===== config.mk =====
export PLATFORM = sky130hd
export DESIGN_NAME = salru_front
export DESIGN_NICKNAME = d
export VERILOG_FILES = /design/src/rtl/salru_pkg.sv /design/src/rtl/salru_front.sv
export SDC_FILE = /design/constraint.sdc
export NUM_CORES = 1
export LEC_CHECK = 0
export ABC_AREA = 0
export BUFFER_PORTS_ARGS = -buffer_cell sky130_fd_sc_hd__buf_2
export CAP_MARGIN = 20
export CORE_ASPECT_RATIO = 1.1
export CORE_MARGIN = 3
export CORE_UTILIZATION = 50
export CTS_CLUSTER_DIAMETER = 120
export DETAILED_ROUTE_END_ITERATION = 16
export HOLD_SLACK_MARGIN = 0.1
export PLACE_DENSITY = 0.81
export SYNTH_ARGS = -nofsm -noshare
export SYNTH_HDL_FRONTEND = slang
export SYNTH_SLANG_ARGS = --single-unit

===== constraint.sdc =====
create_clock -name clk -period 4.6 [get_ports clk]
set_input_delay 0.46 -clock clk [delete_from_list [all_inputs] [get_ports clk]]
set_output_delay 0.46 -clock clk [all_outputs]
set_load 0.02 [all_outputs]

===== src/rtl/salru_pkg.sv =====
// Package for the set-associative LRU cache tracker: shared constants, types and codes.
// No dependencies; used by salru_front, salru_back and the top level (salru_ram does not use it).
package salru_pkg;

  localparam int MaxSetBitsDefault = 6;
  localparam int WaysDefault       = 4;
  localparam int AddrWidthDefault  = 64;
  localparam int CntWidth          = 32;

  localparam logic [1:0] ModeLoad   = 2'd0;
  localparam logic [1:0] ModeStore  = 2'd1;
  localparam logic [1:0] ModeModify = 2'd2;

  localparam logic [1:0] OutHit   = 2'd0;
  localparam logic [1:0] OutMiss  = 2'd1;
  localparam logic [1:0] OutEvict = 2'd2;

  localparam logic [1:0] RegSetBits   = 2'd0;
  localparam logic [1:0] RegBlockBits = 2'd1;
  localparam logic [1:0] RegWaysInUse = 2'd2;

  typedef enum logic [1:0] {
    ST_IDLE,
    ST_LOOK,
    ST_WRITE,
    ST_OUT
  } eng_state_t;

endpackage


===== src/rtl/salru_front.sv =====
// Front end: accepts words, splits the address into set index and tag, pushes into a queue.
// Depends on salru_pkg.
module salru_front #(
  parameter int MAX_SET_BITS = salru_pkg::MaxSetBitsDefault,
  parameter int ADDR_WIDTH   = salru_pkg::AddrWidthDefault,
  parameter int IDX_W        = (MAX_SET_BITS > 0) ? MAX_SET_BITS : 1
) (
  input  logic                  clk,
  input  logic                  rst,
  input  logic                  in_valid,
  output logic                  in_ready,
  input  logic [1:0]            in_mode,
  input  logic [63:0]           in_address,
  input  logic [2:0]            set_bits,
  input  logic [5:0]            offset_bits,
  output logic                  q_valid,
  input  logic                  q_pop,
  output logic                  q_modify,
  output logic [IDX_W-1:0]      q_index,
  output logic [ADDR_WIDTH-1:0] q_tag
);

  localparam int EntW = 1 + IDX_W + ADDR_WIDTH;

  logic [EntW-1:0] ent [2];
  logic [1:0]      cnt;
  logic            wr_ptr;
  logic            rd_ptr;
  logic [EntW-1:0] ent_in;
  logic [ADDR_WIDTH-1:0] a;
  logic [ADDR_WIDTH-1:0] shifted;
  logic [ADDR_WIDTH-1:0] tag;
  logic [IDX_W-1:0]      idx;
  logic [3:0]            s_eff;
  logic [6:0]            tsh;
  logic                  push;

  always_comb begin
    a = in_address[ADDR_WIDTH-1:0];
    if (32'(set_bits) > MAX_SET_BITS) begin
      s_eff = 4'(MAX_SET_BITS);
    end else begin
      s_eff = {1'b0, set_bits};
    end
    shifted = a >> offset_bits;
    idx = IDX_W'(shifted) & IDX_W'((({{(IDX_W+1){1'b0}}} | 1) << s_eff) - 1);
    if (MAX_SET_BITS == 0) begin
      idx = '0;
    end
    tsh = 7'(offset_bits) + 7'(s_eff);
    if (tsh >= 7'd64) begin
      tag = '0;
    end else begin
      tag = a >> tsh;
    end
    ent_in = {in_mode == salru_pkg::ModeModify, idx, tag};
  end

  assign in_ready = (cnt != 2'd2);
  assign push     = in_valid && in_ready;
  assign q_valid  = (cnt != 2'd0);
  assign {q_modify, q_index, q_tag} = ent[rd_ptr];

  always_ff @(posedge clk) begin
    if (rst) begin
      cnt    <= '0;
      wr_ptr <= 1'b0;
      rd_ptr <= 1'b0;
    end else begin
      if (push) begin
        wr_ptr <= ~wr_ptr;
      end
      if (q_pop) begin
        rd_ptr <= ~rd_ptr;
      end
      cnt <= cnt + 2'(push) - 2'(q_pop);
    end
  end

  always_ff @(posedge clk) begin
    if (push) begin
      ent[wr_ptr] <= ent_in;
    end
  end

endmodule


* After elaboration in Yosys (flattened, before gate mapping)
Memories as Yosys holds them, arrays and structs flattened. A register that Yosys moved wholly into a read port is not among the register bits.
Index checks and enable logic that the tools add are counted.
Widths: inputs -> output; s select.
** Cells by class
- Add/sub/neg operators :: 4
- Multiply operators :: 0
- Divide/modulo/power cells :: 0
- $lt $le $gt $ge :: 2
- Equal/unequal tests :: 2
- Shifts and indexed selects :: 3
- Multiplexer cells :: 6
- Bitwise gates (word level) :: 3
- Reduce and logical (&&, ||, !) cells :: 2
** Operators by type and width (number)
- $mux 64 :: 1
- $shr 64x6->6 :: 1
- $shr 64x7->64 :: 1
- $add 6x4->7 :: 1
- $ge 7x7->1 const B :: 1
- $and 6x6->6 :: 1
- $shl 1x3->6 const A :: 1
- $sub 6x1->6 const B :: 1
- $mux 1 :: 4
- $gt 3x3->1 const B :: 1
- $mux 3 :: 1
- $add 2x1->2 :: 1
- $eq 2x2->1 const B :: 1
- $ne 2x2->1 const B :: 1
- $not 1->1 :: 2
- $reduce_bool 2->1 :: 1
- $sub 2x1->2 :: 1
- $logic_and 1x1->1 :: 1
** Storage, ports and cells
- Register bits :: 4
- Bits in latches :: 0
- Bits in writable memories :: 142
- Bits in read-only memories :: 0
- Input port bits :: 79
- Output and inout port bits :: 73
- Logic and storage cells :: 26
- Memories kept :: 1
** Memory list
- ent :: words 2, bits a word 71, rd ports 1, clocked after memory_dff 1, write ports 1, line salru_front.sv:25 : logic [EntW-1:0] ent [2];

* Depth between registers and ports, before layout
Gate-level depths: netlist of run 1.
- Depth after elaboration :: 5
- Mapped depth :: 14
- Mapped depth without buffers :: 11

* Worst setup path after synthesis of run 1
Ideal clock, no wire load.
- Kind :: flip-flop to flip-flop
- From :: register cnt[0]
- To :: memory ent[0][0] (netlist name) (enable)
- Setup time :: 501 ps
- Data arrival time :: 3695 ps
- Data required time :: 4099 ps
- Setup slack :: 404 ps
- Stages on the path, launching flop included :: 4
- Buffers on the path :: 0
- Clock period less this slack :: 4196 ps
- Cells stage by stage :: dfxtp_1 -> nand2b_1 -> nand2_1 -> nor2_1
** Between the ends
- Longest elaborated chain between the ends :: 4
** RTL lines
- from (decl) :: line salru_front.sv:26 : logic [1:0] cnt;
- from (signal assigned) :: line salru_front.sv:76 : cnt <= cnt + 2'(push) - 2'(q_pop);
- $ne 2x2->1 :: line salru_front.sv:59 : assign in_ready = (cnt != 2'd2);
- via in_ready :: line salru_front.sv:11 : output logic in_ready,
- $logic_and 1x1->1 :: line salru_front.sv:60 : assign push = in_valid && in_ready;
- $mux 1 :: line salru_front.sv:81 : if (push) begin
- $mux 1 (not written as such) :: line salru_front.sv:82 : ent[wr_ptr] <= ent_in;
- to (decl) :: line salru_front.sv:25
The timed path passes the listed nets, and every way through them passes these cells.

* Final worst setup path of run 1
- From :: input port set_bits[1]
- To :: memory ent[0][8] (netlist name), data pin
** Between the ends
- Longest elaborated chain between the ends :: 5
- Elaborated cells on any way between the ends :: 6
- Those cells by class :: add/sub: 1; order compare: 2; shift: 1; mux: 2
** RTL lines
- from (decl) :: line salru_front.sv:14 : input logic [2:0] set_bits,
- $gt 3x3->1 :: line salru_front.sv:40 : if (32'(set_bits) > MAX_SET_BITS) begin
- $mux 3 (*) :: line salru_front.sv:40
- $add 6x4->7 (*) :: line salru_front.sv:50 : tsh = 7'(offset_bits) + 7'(s_eff);
- $shr 64x7->64 or $ge 7x7->1 (tied branches) :: line salru_front.sv:54, salru_front.sv:51
- $mux 64 (*) :: line salru_front.sv:51 : if (tsh >= 7'd64) begin
- via ent_in[8] :: line salru_front.sv:29 : logic [EntW-1:0] ent_in;
The timed path passes the listed nets; every way through them passes the cells marked *.

==> metrics.txt, run 1 <==
Mapped Cells 1010; Netlist cell types 51; wirelength, routed 34650 um; Pwr Density 426.2 nW/um^2; Max-slew headroom 30.56%; Syn Area/Cell 11.54 um^2; post-synthesis mux area share 40.43%; crit path capture type flop; clock root buffer clkbuf_16; post-synthesis compound-gate area fraction 7.568%; Die Y 166.1 um; post-synthesis sequential area ratio 37.44%; GRT Overall Usage 27.49%; H-tree depth 4; initial detailed-routing violation count 833; Startpoint Class primary input; fin crit period 3.717 ns; run status finished, final reports clean; remaining antenna violation count after routing 0; metal2 WL 16050 um; # hold bufs at CTS 0; hold_ws 0.2547 ns; final RePlAce weighted congestion 1.000; Worst Skew 0.008417 ns; routed via count 9315; Core ar. 22470 um^2; Hold Startpoint rst; Die X 151.6 um; worst path required time 4.74 ns; adder-cell share of the synthesized area 0.8159%; layout filler cell count 1850; clock tree sinks 147; top layer in use met4; Max Cap Viol 0; Fin Setup TNS 0 ns; Design Area, Final 13340 um^2; Pleak 5.461 nW; flip-flop and latch area 4365 um^2; maximum vdd drop 265.7 uV; area post-placement 12720 um^2; Synth Flop Type edfxtp_1; share of cells above drive strength 1 32.22%; Worst-path clk slew 0.06 ns; met1 wire length 13900 um; first-pass GRT wire length 53120 um; CP startpoint set_bits[1]; Resize count post-CTS 0; Starting Density 51.88%; DRC 0; Setup Crit Path Kind in2reg; post-DR wirelength/cell 24.17 um; Synth Register Bits 147; Mapped Nets 1096; Inserted Clock Buffers 17; Worst EP arrival 3.86 ns; Final Setup Violations 0; Hold Crit Class in2reg; final net count 1212; largest net degree at the start of global routing 72; Clk Latency, worst-skew pair 0.42 ns; Post-Syn Area 11650 um^2; HPWL after DPL 26000 um; Worst Tran Pin Value 1.038 ns; post-layout power 5.686 mW; grt total ovfl 0; vias per inst 6.496; xor-xnor portion of the synthesized cell area 0.9769%; DRT Pass-1 Iters 7; io pins 152; n_diodes 0; vias in the first global route 9098; largest family of logic cells by synthesized area multiplexers; Final period util 80.80%; Multi-input gate area 6900 um^2; initial antenna violation count 0; Post-CTS Setup Inserts 0; simple-gate share of the synthesized area 8.921%; CTS tree built; DIE AREA 25180 um^2; startpoint of the worst-slack reg-to-reg timing path cnt[0]; met3 WL post-DR 2971 um; FP Rows 57; synth-to-layout area growth 14.47%; clk buf depth 2; I/O Buffers 151; Fmax 269.1 MHz; Crit Path Max Fanout 40; endpoints failing hold 0; Post-synth ARST share 0%; fin. max-slew vios 0; Syn. warnings 0; EDFF count, synth 142; RSZ-0062 raised after global routing false
## flip-flops by register name, summed over array words and instances, names as in the netlist, named ones only
register,count
ent,142
cnt,2
rd_ptr,1
wr_ptr,1
## final timing paths
path / endpoint / slack [ns] / depth (start not counted)
max: ent[0][8] / 0.88 / 10
min: cnt[1] / 0.25 / 2
max reg2reg: ent[1][57] / 2.32 / 3
min reg2reg: rd_ptr / 0.53 / 2
## Yosys cell counts, types with 11 or more instances
cell | instances | area [um^2]
edfxtp_1 | 142 | 4264
mux2i_1 | 248 | 2482
o21ai_0 | 32 | 160.2
clkbuf_1 | 35 | 131.4
mux2_2 | 78 | 878.3
nor2_1 | 59 | 221.5
nand2_1 | 93 | 349.1
mux4_2 | 60 | 1351
buf_4 | 11 | 82.58
nand3_1 | 19 | 95.09
nor3_1 | 28 | 140.1
buf_2 | 37 | 185.2
a21oi_1 | 16 | 80.08
a32oi_1 | 12 | 105.1
## final cells by class
| cell class | instances | area share, % |
|---|---|---|
| Inverter | 10 | 0.2813 |
| Timing Repair Buffer | 183 | 7.859 |
| Sequential cell | 147 | 32.72 |
| Tap cell | 295 | 2.767 |
| Multi-Input combinational cell | 767 | 51.72 |
| Clock inverter | 15 | 1.463 |
| Clock buffer | 17 | 3.189 |
## stage by stage
step,std cells,worst slack [ns],utilization [%]
final,1434,0.8833,59.39
after global routing,1434,0.7723,59.39
after CTS,1434,0.9691,59.39
after detailed placement,1402,0.5061,56.62
after global placement,1402,0.5541,56.62
after floorplan,1010,0.4041,-
## layout by cell type, fill, tap and decap left out, types with 3 or more instances in the layout
master     instances
o221ai_1          10
a22oi_1           10
clkbuf_16         17
a31oi_1            7
a21oi_1           16
xnor2_1            4
inv_1              9
mux2i_1          248
nand2_1           93
o22ai_1            5
o21ai_0           32
ha_1               5
o211ai_1           6
bufinv_16          3
nor3_1            28
buf_12             4
inv_6              5
mux4_2            60
o31ai_1            3
dfxtp_1            4
nor2_1            57
nor2b_1           10
buf_2            150
nand2b_1          10
buf_4             29
nand3_1           19
a211oi_1           7
edfxtp_1         142
inv_8              3
a32oi_1           12
or2_2              3
a311o_1            4
and2_1             9
mux2_2            78
## cell families after synthesis
family                     Yosys count
muxes                              386
buffers and inverters               96
AOI/OAI and AO/OA                  128
DFF                                147
xor gates and xnor gates            10
and+or+nand+nor                    236
adders and majority gates            7
## layer usage
| layer | track usage [%] | up-vias |
|---|---|---|
| met2 | 42.47 | 585 |
| met3 | 4.285 | 89 |
| li1 | - | 4162 |
| met4 | 13.01 | 0 |
| met1 | 37.96 | 4479 |
| met5 | 0 | - |
## critical path: stages
cell and delay [ns]:
buf_2 0.14, nand2_1 0.11, and2_1 0.21, ha_1 0.21
inv_1 0.07, fa_4 1.18, mux2i_1 0.64, nor3_1 0.09
nor3_1 0.50, o21ai_0 0.22
## power by group
group          switching [mW]  internal (mW)  total, mW
clock network           0.594          0.873       1.47
logic                    1.44          0.869       2.31
registers              0.0732           1.83       1.91
total                    2.11           3.58       5.69
Power figures use the tool's default switching activity.
==> run 2: changes to the inputs <==
- PLACE_DENSITY: 0.81 -> 0.83
- clock period: 4.6 -> 3.3 ns (I/O delays scaled with it)
==> metrics.txt, run 2 (synthesis gave the netlist of run 1 again) <==
run status finished, final reports clean (unchanged); vias in the first global route 9840 (was 9098); final RePlAce weighted congestion 1.049 (was 1.000); Pwr Density 584.2 nW/um^2 (was 426.2 nW/um^2); sw frac 38.05% (was 37.12%); biggest regs ent x142, cnt x2 (unchanged); Multi-input gate area 6905 um^2 (was 6900 um^2); Max Cap Viol 0 (unchanged); Fmax 316.0 MHz; Setup Crit Path Kind in2reg (unchanged); Inserted Clock Buffers 17 (unchanged); Max-slew headroom 50.13% (was 30.56%); Worst-path clk slew 0.07 ns (was 0.06 ns); maximum vdd drop 400.8 uV (was 265.7 uV); I/O Buffers 151 (unchanged); wirelength, routed 36240 um (was 34650 um); Crit Path Max Fanout 19 (was 40); Hold Crit Class in2reg (unchanged); grt total ovfl 0 (unchanged); clock root buffer clkbuf_16 (unchanged); internal power 5.163 mW (was 3.575 mW); Inst Count DP 1515 (was 1402); Die X 151.6 um (unchanged); GRT Overall Usage 28.87% (was 27.49%); synth-to-layout area growth 22.43% (was 14.47%); Worst Skew 0.01166 ns (was 0.008417 ns); flip-flop and latch area 4365 um^2 (unchanged); combinational share of power 45.2% (was 40.7%); Final period util 95.91%; Core ar. 22470 um^2 (unchanged); share of cells above drive strength 1 38.42% (was 32.22%); Starting Density 51.88% (unchanged); endpoints failing hold 0 (unchanged); Design Area, Final 14270 um^2 (was 13340 um^2); clock tree sinks 147 (unchanged); Top reg by flops ent (unchanged); Fin Setup TNS 0 ns (unchanged); initial antenna violation count 0 (unchanged); DRC 0 (unchanged); post-DR wirelength/cell 23.41 um (was 24.17 um); Die Y 166.1 um (unchanged); remaining antenna violation count after routing 0 (unchanged); Startpoint Class primary input (unchanged); vias per inst 6.401 (was 6.496); CTS tree built (unchanged); largest net degree at the start of global routing 79 (was 72); FP Rows 57 (unchanged); Worst EP arrival 3.42 ns (was 3.86 ns); worst path required time 3.56 ns (was 4.74 ns); DRT Pass-1 Iters 8 (was 7); Clk network pwr share 23.2% (was 25.8%); DIE AREA 25180 um^2 (unchanged); most common cell after layout, fill and taps aside mux2i_1 (unchanged); RSZ-0062 raised after global routing false (unchanged); io pins 152 (unchanged); commonest cells after routing, fill and taps aside mux2i_1 (246), buf_2 (150), edfxtp_1 (142), buf_4 (134), nand2_1 (93) (was mux2i_1 (248), buf_2 (150), edfxtp_1 (142), nand2_1 (93), mux2_2 (78)); HPWL after DPL 27540 um (was 26000 um); H-tree depth 4 (unchanged); initial detailed-routing violation count 1044 (was 833); Clk Latency, worst-skew pair 0.43 ns (was 0.42 ns); routed via count 9908 (was 9315); Post-Layout Cell Count 1548 (was 1434); Seq pwr share 31.6% (was 33.5%); final net count 1325 (was 1212); fin. max-slew vios 0 (unchanged); area post-placement 13670 um^2 (was 12720 um^2); Pleak 5.998 nW (was 5.461 nW); clk buf depth 2 (unchanged); Final Setup Violations 0 (unchanged); Post-CTS Setup Inserts 0 (unchanged); fin crit period 3.165 ns; crit path capture type flop (unchanged); Largest register FFs 142 (unchanged); layout filler cell count 1795 (was 1850); NetSw 3.172 mW (was 2.111 mW); Worst Tran Pin Value 0.7480 ns (was 1.038 ns); first-pass GRT wire length 56040 um (was 53120 um)
==> run 2: timing repair <==
action,4_1_cts,5_1_grt
gates resized for setup,0,2
hold buffers,0,0
endpoints found under the setup margin,0,8
==> run 2: cell type report <==
cell class,instances,share of cell area (%)
multi-input cells,767,48.40
flip-flops and latches,147,30.59
repair buffers,296,14.00
clock buffers,17,2.981
well taps,295,2.587
clock inverters,15,1.166
inverters,10,0.2631
diodes,1,0.01754
==> run 2: metrics by stage <==
| stage | hold slack [ns] | utilization [%] | setup slack (ns) | power, mW |
|---|---|---|---|---|
| 6_report | 0.1286 | 63.51 | 0.1350 | 8.335 |
| 3_3_place_gp | 0.5008 | 60.84 | -0.2193 | 6.316 |
| 5_1_grt | 0.1495 | 63.50 | 0.01283 | 8.720 |
| 3_5_place_dp | 0.5133 | 60.84 | -0.3268 | 6.388 |
| 4_1_cts | 0.1090 | 63.47 | 0.1319 | 8.315 |
| 2_1_floorplan | 0.4016 | - | 0.01077 | 4.869 |
==> run 2: worst max-delay path, stage by stage <==
cell     delay [ns]
buf_2          0.10
nand2_1        0.08
and2_1         0.18
ha_1           0.19
inv_1          0.06
fa_4           0.48
xor2_4         0.34
buf_12         0.22
mux2i_1        0.29
mux2i_1        0.14
buf_4          0.15
mux2i_1        0.35
mux2i_1        0.23
o21ai_0        0.26
==> run 2: power groups by stage <==
stage	logic (mW)	clock network (mW)	registers (mW)
after floorplan	2.21	0	2.66
after global placement	3.67	0	2.65
after detailed placement	3.71	0	2.68
after CTS	3.73	1.95	2.64
after global routing	4.01	2.04	2.67
final	3.77	1.93	2.63
==> run 2: layer usage <==
layer  global-route usage, %  up-vias  share of wire [%]
met5                       0        -                  0
met4                   14.73        0                5.9
met3                   3.657      129                7.3
met2                   45.95      613                 47
met1                   38.66     4778                 40
li1                        -     4388                  -
==> run 2: worst paths after layout <==
kind	startpoint	endpoint	slack, ns	cells after the start
max	set_bits[1]	ent[0][3]	0.14	14
min	rst	cnt[1]	0.13	2
max reg2reg	cnt[0]	ent[1][25]	1.27	3
min reg2reg	rd_ptr	rd_ptr	0.53	2
